**src/nv_pkg.sv**
```systemverilog
// Package for the 3-D vector normalizer: stage counts and the payload
// structs carried between the pipeline cells. No dependencies.
package nv_pkg;

  localparam int unsigned LANES      = 3;
  localparam int unsigned DIV_STEPS  = 60;
  localparam int unsigned SQRT_STEPS = 31;
  // Stages: magnitude, square, sum, first division step, division cells,
  // square-root cells, output register.
  localparam int unsigned FRONT_STG  = 4;
  localparam int unsigned SQRT_BASE  = FRONT_STG + DIV_STEPS;
  localparam int unsigned OUT_STG    = SQRT_BASE + SQRT_STEPS;
  localparam int unsigned NUM_STG    = OUT_STG + 1;

  typedef struct packed {
    logic [31:0] x_in;
    logic [31:0] y_in;
    logic [31:0] z_in;
  } in_item_t;

  typedef struct packed {
    logic [31:0] x_unit;
    logic [31:0] y_unit;
    logic [31:0] z_unit;
    logic        zero_vector;
  } out_item_t;

  // Work of one division cell: partial remainders and quotients per lane.
  typedef struct packed {
    logic [LANES-1:0][63:0] rem;
    logic [LANES-1:0][60:0] quo;
    logic [63:0]            den;
    logic [LANES-1:0]       neg;
    logic                   zero;
  } div_t;

  // Work of one square-root cell: radicand bits still to consume, root so
  // far and remainder per lane.
  typedef struct packed {
    logic [LANES-1:0][61:0] src;
    logic [LANES-1:0][30:0] root;
    logic [LANES-1:0][32:0] rem;
    logic [LANES-1:0]       neg;
    logic                   zero;
  } sqrt_t;

endpackage

```
**src/nv_sqrt_cell.sv**
```systemverilog
// One integer square-root cell: takes two radicand bits and yields one root
// bit for each lane. Depends on nv_pkg.
module nv_sqrt_cell import nv_pkg::*; (
  input  logic  clk,
  input  logic  rst_n,
  input  logic  load,
  input  logic  vld_i,
  input  sqrt_t d_i,
  output logic  vld_o,
  output sqrt_t d_o
);

  logic  vld_r;
  sqrt_t d_r;
  sqrt_t d_nxt;

  always_comb begin
    logic [34:0] t;
    logic [32:0] trial;
    logic        ge;
    d_nxt = d_i;
    for (int l = 0; l < LANES; l++) begin
      t     = {d_i.rem[l], d_i.src[l][61:60]};
      trial = {d_i.root[l], 2'b01};
      ge    = t >= {2'b00, trial};
      d_nxt.rem[l]  = ge ? 33'(t - {2'b00, trial}) : t[32:0];
      d_nxt.root[l] = {d_i.root[l][29:0], ge};
      d_nxt.src[l]  = {d_i.src[l][59:0], 2'b00};
    end
  end

  always_ff @(posedge clk) begin
    if (!rst_n) begin
      vld_r <= 1'b0;
    end else if (load) begin
      vld_r <= vld_i;
    end
  end

  always_ff @(posedge clk) begin
    if (load) begin
      d_r <= d_nxt;
    end
  end

  assign vld_o = vld_r;
  assign d_o   = d_r;

endmodule

```
**config.mk**
```make
export PLATFORM = sky130hd
export DESIGN_NAME = nv_sqrt_cell
export DESIGN_NICKNAME = d
export VERILOG_FILES = /design/src/nv_pkg.sv /design/src/nv_sqrt_cell.sv
export SDC_FILE = /design/constraint.sdc
export NUM_CORES = 1
export LEC_CHECK = 0
export CORE_AREA = 10 10 293 295
export DETAILED_ROUTE_END_ITERATION = 7
export DIE_AREA = 0 0 303 305
export DONT_BUFFER_PORTS = 1
export GPL_TIMING_DRIVEN = 0
export HOLD_SLACK_MARGIN = 0.05
export PLACE_DENSITY = 0.33
export SLEW_MARGIN = 40
export SYNTH_ARGS = -nofsm -noshare
export SYNTH_HDL_FRONTEND = slang
export SYNTH_SLANG_ARGS = --single-unit
```
**constraint.sdc**
```tcl
create_clock -name clk -period 3.6 [get_ports clk]
set_input_delay 0.54 -clock clk [delete_from_list [all_inputs] [get_ports clk]]
set_output_delay 0.54 -clock clk [all_outputs]
set_load 0.05 [all_outputs]
```
# Word level (Yosys, flattened, before mapping)
# Index checks and enable logic that the tools add are counted.
# W data, S select, Z words.
# word_totals
word_cells	21
register_bits	377
in_bits	386
# classes
n_mux	3
order_cmp	3
addsub	3
# ops
op	n
$ge A35 B33 Y1	3
$mux W33	3
$sub A33 B33 Y33	3

# Logic depth before layout (Yosys ltp)
# logic_depth
ltp_word	2
ltp_mapped	14
depth_no_buf	11

# Worst setup path before layout
# Ideal clock, no wire load.
# synth_timing
path_kind	input -> register
start	input port d_i[137] (netlist name)
end	register d_r, in the netlist d_o[41], data pin
stages	12
setup_slack_ns	0.362
arrival_time_ns	2.977
path_cell_list	inv_1 > ha_1 > a21o_1 > a21oi_2 > o31ai_2 > o311a_4 > a31o_1 > o211ai_2 > nand2_2 > a21oi_4 > buf_6 > mux2_4
# synth_rtl
item	line_no	source
from (decl)	nv_sqrt_cell.sv:8	input sqrt_t d_i,
to (signal assigned)	nv_sqrt_cell.sv:42	d_r <= d_nxt;
to (decl)	nv_sqrt_cell.sv:14	sqrt_t d_r;

==> impl_metrics.toml <==
[grt]
met3_usage_pct = 6.56
grtUsageMet1_pct = 15.6
grt_pass1_vias = 12800
grt-busiest-layer = "met2"
grt_max_degree = 378
overflow = 0
grt_use_total_pct = 14.9
antenna_found_initial = 2
grt_util_met2_pct = 26.7
grt_first_pass_wirelength_um = 101000

[clock_network]
htreeDepth = 2
cts_root_buf = "clkbuf_16"
numCtsBuffers = 46
cts_buffer_depth = 3
clk_latency_ns = 0.59
cts_num_sinks = 377
cts_tree = "done"
clk_pin_slew_ns = 0.06

[timing]
setup_viol = 0
max_slew_margin_pct = 35.2
fmax_mhz = 312
fin_worst_skew_ns = 0
period_share_pct = 89.1
tightest_slew_ns = 0.971
slew_violations = 0
whs_ns = 0.0999
fin_setup_tns_ns = 0
final-hold-violation-count = 0
period_minus_slack_ns = 3.21
rsz0062_at_grt = "false"

[job]
cap_violations = 0

[yosys]
synth_most_common_cell = "edfxtp_1"
synth_largest_area_cell = "edfxtp_1"
synthTopCellsByCount = "376 x edfxtp_1, 126 x inv_1, 120 x a21oi_1"
ys.warnings.count = 0
ys_seq_area_share_pct = 63.2
synth-main-ff-cell = "edfxtp_1"
ys_seq_elements = 377
synth_compound_area_share_pct = 11.2
synth_fa_ha_area_share_pct = 6.92
synth-edff-count = 376
netlist_instances = 1358
synth-xor-area-share_pct = 4.21
synth_simple_gate_area_share_pct = 7.37
synth_top_family_by_area = "compound AO/OA/AOI/OAI gates"
avgSynthCellArea_um2 = 13.2
ys_types = 74
synthArstFlopShare_pct = 0
synthTopCellsByArea = "edfxtp_1 63%, ha_1 6.9%, a21oi_1 3.4%"
netlist.area_leader.share_pct = 63.1
syn_area_um2 = 17900
synthMuxAreaShare_pct = 3.34

[floorplanning]
row_count = 104
io_pins = 769
dieHeight_um = 305
dieArea_um2 = 92400
die_w_um = 303
core_um2 = 79900
initial_core_util_pct = 22.4

[finish]
nFillCells = 8129
area_growth_pct = 31.7
diodes = 0
fin_area_um2 = 23600
final_layout_size_suffix_gt1_share_pct = 7.89
fin_nets = 2172

[critical_path]
critPathLaunchType = "input port"
worstPathMaxFanout = 10
required_ns = 4.00
arrival_ns = 3.61
crit_type = "input port to flip-flop"
cp-end-kind = "flip-flop"

[power_and_ir_drop]
finalPower_mw = 13.7
p_leak_nw = 8.95
powerDensity_nw_per_um2 = 582
ir_drop_v = 0.000311

[min_path]
worstHoldPathType = "input port to flip-flop"

[placed_design]
dpl.hpwl_um = 57100
portBuffers = 0
place_congestion = 0.789
placed_area_um2 = 19200

[detailed_routing]
vias = 12200
drc = 0
vias_per_cell = 4.38
routed_wl_um = 73100
dr.pass1.iters = 5
initialDrtViolationCount = 801
antenna_left = 0
wl_per_cell_um = 26.3

[outcome]
status = "finished clean"
repair_timing:
action,4_1_cts,5_1_grt
setup buffers,0,0
hold buffers,275,1
resized for setup,0,0
hold endpoints to repair,275,1
cell families after synthesis:
group                    count (synthesis)
buffers and inverters                  158
XOR/XNOR                                86
adder cells (fa/ha/maj)                 99
other                                    1
flip-flops                             377
AND/OR/NAND/NOR                        279
multiplexers                            47
AO/OA/AOI/OAI                          311
power by group:
group	leakage [nW]	switching, mW	internal, mW	total, mW
clock network	0.758	1.94	2.92	4.86
registers	3.69	1.86	5.42	7.29
logic	4.50	0.798	0.780	1.58
total	8.95	4.60	9.13	13.7
stage by stage:
step	cells	util [%]	worst slack, ns
detailed placement	2423	24.1	-0.249
finish	2783	29.5	0.393
global placement	2423	24.1	-0.239
global route	2783	29.5	0.111
floorplan	1363	-	0.362
CTS	2782	29.5	0.367
cell usage in the layout (no fill, tap or decap), types with 46 or more instances in the layout:
cell type / Yosys / final
o21ai_0: 47 / 47
xnor2_1: 51 / 51
clkbuf_16: 0 / 46
ha_1: 99 / 99
a21oi_1: 120 / 120
inv_1: 126 / 126
edfxtp_1: 376 / 376
nor2_1: 102 / 102
dlygate4sd3_1: 0 / 276
nand2_1: 61 / 61
area by class of cell:
cell class	count	area, um^2	share of cell area [%]
multi-input combinational	828	5940	25.2
buffer	32	189	0.801
sequential	377	11300	48.0
timing repair buffer	276	2760	11.7
clock inverter	26	340	1.44
tap	1060	1330	5.63
clock buffer	58	1230	5.20
inverter	126	473	2.01
critical path, cell delays in order:
cell and delay, ns:
inv_1 0.02, ha_1 0.25, clkbuf_2 0.18, nand3_1 0.15, nor4_1 0.58, nand3_1 0.20, a211oi_1 0.33, o21a_1 0.19
nor2_1 0.05, o21ai_1 0.14, buf_2 0.35, buf_2 0.34, nor2_1 0.07, a21oi_1 0.20
flip-flops by register name, indices dropped and copies added (netlist names):
signal  cells
d_o       376
vld_o       1
metal layers:
| layer | vias up | wire length, um | share of wire (%) |
|---|---|---|---|
| li1 | 5710 | - | - |
| met4 | 4 | 1760 | 2.4 |
| met1 | 5846 | 26300 | 36 |
| met5 | - | 22 | 0.030 |
| met2 | 558 | 37300 | 51 |
| met3 | 84 | 7740 | 11 |
final timing paths:
| path | startpoint | to | slack, ns | cells after the start |
|---|---|---|---|---|
| min reg2reg | vld_o$_SDFFE_PN0P_ | vld_o$_SDFFE_PN0P_ | 0.79 | 2 |
| max | d_i[123] | d_o[14]$_DFFE_PP_ | 0.39 | 14 |
| min | load | d_o[177]$_DFFE_PP_ | 0.1 | 0 |
| max reg2reg | vld_o$_SDFFE_PN0P_ | vld_o$_SDFFE_PN0P_ | 2.63 | 2 |
No activity file was read; power rests on OpenSTA's default activity.
