<file path="config.mk">
export PLATFORM = sky130hd
export DESIGN_NAME = nv_div_cell
export DESIGN_NICKNAME = d
export VERILOG_FILES = /design/src/nv_pkg.sv /design/src/nv_div_cell.sv
export SDC_FILE = /design/constraint.sdc
export NUM_CORES = 1
export LEC_CHECK = 0
export BUFFER_PORTS_ARGS = -buffer_cell sky130_fd_sc_hd__buf_2
export CORE_AREA = 2 2 351 353
export DETAILED_ROUTE_END_ITERATION = 8
export DIE_AREA = 0 0 353 355
export GPL_ROUTABILITY_DRIVEN = 0
export PLACE_DENSITY = 0.43
export SYNTH_ARGS = -nofsm -noshare
export SYNTH_HDL_FRONTEND = slang
export SYNTH_SLANG_ARGS = --single-unit
</file>
<file path="constraint.sdc">
create_clock -name clk -period 3.6 [get_ports clk]
set_clock_uncertainty 0.05 [all_clocks]
set_input_delay 0.72 -clock clk [delete_from_list [all_inputs] [get_ports clk]]
set_output_delay 0.72 -clock clk [all_outputs]
set_load 0.05 [all_outputs]
</file>
<file path="src/nv_pkg.sv">
// Package for the 3-D vector normalizer: stage counts and the payload
// structs carried between the pipeline cells. No dependencies.
package nv_pkg;

  localparam int unsigned LANES      = 3;
  localparam int unsigned DIV_STEPS  = 60;
  localparam int unsigned SQRT_STEPS = 31;
  // Stages: magnitude, square, sum, first division step, division cells,
  // square-root cells, output register.
  localparam int unsigned FRONT_STG  = 4;
  localparam int unsigned SQRT_BASE  = FRONT_STG + DIV_STEPS;
  localparam int unsigned OUT_STG    = SQRT_BASE + SQRT_STEPS;
  localparam int unsigned NUM_STG    = OUT_STG + 1;

  typedef struct packed {
    logic [31:0] x_in;
    logic [31:0] y_in;
    logic [31:0] z_in;
  } in_item_t;

  typedef struct packed {
    logic [31:0] x_unit;
    logic [31:0] y_unit;
    logic [31:0] z_unit;
    logic        zero_vector;
  } out_item_t;

  // Work of one division cell: partial remainders and quotients per lane.
  typedef struct packed {
    logic [LANES-1:0][63:0] rem;
    logic [LANES-1:0][60:0] quo;
    logic [63:0]            den;
    logic [LANES-1:0]       neg;
    logic                   zero;
  } div_t;

  // Work of one square-root cell: radicand bits still to consume, root so
  // far and remainder per lane.
  typedef struct packed {
    logic [LANES-1:0][61:0] src;
    logic [LANES-1:0][30:0] root;
    logic [LANES-1:0][32:0] rem;
    logic [LANES-1:0]       neg;
    logic                   zero;
  } sqrt_t;

endpackage

</file>
<file path="src/nv_div_cell.sv">
// One restoring-division cell: one quotient bit for each of the three lanes.
// Depends on nv_pkg.
module nv_div_cell import nv_pkg::*; (
  input  logic clk,
  input  logic rst_n,
  input  logic load,
  input  logic vld_i,
  input  div_t d_i,
  output logic vld_o,
  output div_t d_o
);

  logic vld_r;
  div_t d_r;
  div_t d_nxt;

  always_comb begin
    logic [64:0] t;
    logic        ge;
    d_nxt = d_i;
    for (int l = 0; l < LANES; l++) begin
      t  = {d_i.rem[l], 1'b0};
      ge = t >= {1'b0, d_i.den};
      d_nxt.rem[l] = ge ? 64'(t - {1'b0, d_i.den}) : t[63:0];
      d_nxt.quo[l] = {d_i.quo[l][59:0], ge};
    end
  end

  always_ff @(posedge clk) begin
    if (!rst_n) begin
      vld_r <= 1'b0;
    end else if (load) begin
      vld_r <= vld_i;
    end
  end

  always_ff @(posedge clk) begin
    if (load) begin
      d_r <= d_nxt;
    end
  end

  assign vld_o = vld_r;
  assign d_o   = d_r;

endmodule

</file>
# Yosys cells after proc, flatten, opt, wreduce, memory -nomap -nowiden
# Index checks and enable logic that the tools add are counted.
# word_totals
reg_bits,444
input_bits,447
output_inout_bits,444
wordCells,22
# classes
addsub,3
magnitude_cmp,3
mux,3
# op_table
cell,n
$ge 65x64->1,3
$mux 64,3
$sub 64x64->64,3

# Logic depth before layout (Yosys ltp)
# depth
depth_word,2
mapped_depth,16
ltp_nobuf,15

# Least setup slack after synthesis
# No wires, ideal clock.
# synth_path
kind,input-to-reg
start,input port d_i[11] in the netlist's numbering
end,register d_r (netlist bit d_o[320]) (data pin)
setup_time_ns,0.262
arrival_ns,3.270
required_ns,3.288
path_slack_ns,0.018
cell_stages,13
n_path_buf,1
path_cell_list,inv_1 ha_1 and3_1 and3_1 a21oi_2 o211ai_2 o21ai_1 o21ai_2 a21boi_2 o31ai_4 a21oi_4 buf_4 mux2_1
# synth_rtl
item,line_no,source
from (decl),nv_div_cell.sv:8,"input div_t d_i,"
to (signal assigned),nv_div_cell.sv:39,d_r <= d_nxt;
to (decl),nv_div_cell.sv:14,div_t d_r;

==> results.sh <==
export IMPL_cp_cell_sequence="buf_6 -> buf_8 -> buf_4 -> fa_2 -> nor2b_4 -> o2111ai_4 -> a21boi_4 -> o2111ai_4 -> a31oi_4 -> o2111ai_1 -> buf_4 -> a211oi_4 -> buf_6 -> o311ai_1 -> a31oi_1 -> o21ai_1 -> a31o_2"
export IMPL_r2r_end="vld_o"
export IMPL_synthAdderAreaFrac_pct=9.19
export IMPL_cts_root_buffer_cell="clkbuf_16"
export IMPL_post_drt_wl_per_cell_um=24.9
export IMPL_cts_clk_slew_worst_paths_ns=0.06
export IMPL_first_pass_iters=5
export IMPL_critical_path_depth=17
export IMPL_drive_above_1_share_pct=45.9
export IMPL_multi_input_area_mm2=0.0136
export IMPL_core_mm2=0.121
export IMPL_yosys_register_bits=444
export IMPL_grt_max_degree=77
export IMPL_port_buffers=887
export IMPL_clkLatencyLatePin_ns=0.66
export IMPL_crit_path_end_kind="flip-flop"
export IMPL_synth_mux_area_share_pct=0.448
export IMPL_via_per_inst=4.60
export IMPL_via_count=27200
export IMPL_antenna_found_initial=55
export IMPL_power_density_mw_per_mm2=482
export IMPL_crit_type="primary input to flip-flop"
export IMPL_cp_data_arrival_time_ns=4.03
export IMPL_synth_edf_count=443
export IMPL_yosys_top_cells_area="edfxtp_1 50%, ha_1 9.0%, a21oi_1 4.8%, nand2_1 3.9%, o21ai_0 3.4%"
export IMPL_cap_viol_max_count=0
export IMPL_yosys_area_top_type="edfxtp_1"
export IMPL_synth_cell_area_mm2=0.0268
export IMPL_tns_ns=-0.242
export IMPL_h_tree_depth=2
export IMPL_hp_class="primary input to flip-flop"
export IMPL_seq_area_frac_synth_pct=49.7
export IMPL_synth_most_common_cell="edfxtp_1"
export IMPL_die_x_um=353
export IMPL_rr_worst_depth=2
export IMPL_initial_core_util_pct=22.1
export IMPL_grt_pass1_vias=26900
export IMPL_die_y_um=355
export IMPL_drtAntennaViolNets=0
export IMPL_period_share_pct=102
export IMPL_synth_compound_area_share_pct=19.1
export IMPL_synth_top_area_share_pct=49.6
export IMPL_crit_buf_inv=5
export IMPL_hold_path_cell_count=1
export IMPL_fin_cells=5915
export IMPL_syn_nets=3246
export IMPL_wl_um=147000
export IMPL_drc_errors=0
export IMPL_regArea_mm2=0.0133
export IMPL_nNetsFinal=4873
export IMPL_setup_viol=8
export IMPL_synth_common_cells="443 x edfxtp_1, 275 x nand2_1, 256 x a21oi_1"
export IMPL_p_leak_nw=19.1
export IMPL_clkSinkCount=444
export IMPL_syn_inst=2604
export IMPL_fill_cells=12700
export IMPL_clock_path_buffers=3
export IMPL_grt_ovfl_total=0
export IMPL_violations="setup timing"
export IMPL_cp_max_fo=4
export IMPL_rsz0062_at_grt="true"
export IMPL_die_area_mm2=0.125
export IMPL_crit_path_max_incr_delay_ns=0.41
export IMPL_ir_drop_uv=360
export IMPL_async_flop_share_pct=0
export IMPL_critPathLaunchType="primary input"
export IMPL_hold_viol_final=0
export IMPL_synthDistinctLibCells=86
export IMPL_numCtsBuffers=56
export IMPL_dp_cells=5733
export IMPL_yosysWarnings=0
export IMPL_synthSimpleGateAreaFrac_pct=12.2
export IMPL_worstMarginPinSlew_ns=0.636
export IMPL_r2r_start="vld_o"
export IMPL_critPathLaunch="d_i[4]"
export IMPL_rrSetupSlack_ns=2.97
export IMPL_final_min_clock_period_ns=3.66
export IMPL_post_route_util_pct=35.2
export IMPL_dpl_hpwl_um=120000
export IMPL_fmax_mhz=273
export IMPL_cp_required_ns=3.97
export IMPL_cpLargestDelayFamily="compound AO/OA/AOI/OAI gates"
export IMPL_maxSlewViolCount=0
export IMPL_area_growth_pct=59.6
export IMPL_crit_slowest_cell="fa_2"
export IMPL_grt_pass1_wl_um=196000
export IMPL_grt_usage_pct=21.8
export IMPL_dp_slack_ns=-1.25
export IMPL_synth_top_family_by_area="compound AO/OA/AOI/OAI gates"
export IMPL_core_rowCount=128
export IMPL_worst_slack_ns=-0.0620
export IMPL_io_pins=891
export IMPL_worstSetupEndpoint="d_o[441]"
export IMPL_avgSynthCellArea_um2=10.3
export IMPL_yosys_area_share_xor_xnor_pct=5.69
export IMPL_maxSlewHeadroom_pct=57.2
export IMPL_cts_tree="built"
export IMPL_synth_ff_type="edfxtp_1"
export IMPL_drtIter0Drc=1864
export IMPL_status="finished with violations"
==> through the flow <==
stage	hold WS, ns	instance area (um2)	power (mW)
final	0.177	42800	20.6
after global routing	0.133	42700	21.4
after detailed placement	0.458	38600	14.2
after global placement	0.442	38600	14.2
after CTS	0.114	41300	20.5
after floorplan	0.693	26800	10.9
==> sequential cells by signal (all words and copies together), names as in the netlist <==
register and cells:
vld_o 1, d_o 443
==> layer usage <==
| metal | routed length (um) | vias up | track usage, % |
|---|---|---|---|
| met5 | 330 | - | 0 |
| met2 | 72800 | 946 | 38.9 |
| met3 | 10800 | 256 | 5.72 |
| li1 | - | 12900 | - |
| met4 | 6740 | 54 | 8.29 |
| met1 | 56500 | 13000 | 24.9 |
==> worst min path at each step <==
stage / slack (ns) / from / end
final: 0.18 / d_i[166] / d_o[167]
after global routing: 0.13 / d_i[70] / d_o[71]
after CTS: 0.11 / d_i[70] / d_o[71]
after detailed placement: 0.46 / vld_o / vld_o
after global placement: 0.44 / vld_o / vld_o
after floorplan: 0.69 / vld_o / vld_o
==> cells in the final DEF, fill, tap and decap left out, drive strengths merged, types with 64 or more instances in the layout <==
cell type  instances
o21ai            246
inv              118
edfxtp           443
ha               192
a21o             105
a21oi            259
xor2              81
nor2             189
buf             1678
xnor2             93
nand4             64
clkbuf            71
nand2            276
==> area by class of cell <==
class,count,area share (%)
antenna,13,0.0761
clock buffer,62,3.33
clock inverter,42,1.12
inverter,120,1.10
multi-input combinational,1919,31.8
sequential,444,31.1
tap,1625,4.75
timing repair buffer,1690,26.7
==> report_power, final <==
group / switching, mW / internal (mW)
clock network: 2.55 / 3.44
registers: 0.232 / 6.45
logic: 5.16 / 2.77
total: 7.94 / 12.7
==> cell families after synthesis <==
family / count (synthesis)
compound gates: 822
xor+xnor: 174
fa+ha+maj: 195
buf+inv: 241
flops: 444
mux: 10
simple gates: 718
==> timing repair <==
| action | CTS | global route |
|---|---|---|
| pin swaps | 39 | 63 |
| hold buffers | 0 | 0 |
| buffers inserted | 17 | 42 |
| gates resized for setup | 84 | 181 |
| setup endpoints to repair | 178 | 193 |
| cloned | 4 | 10 |
Power figures use the tool's default switching activity.
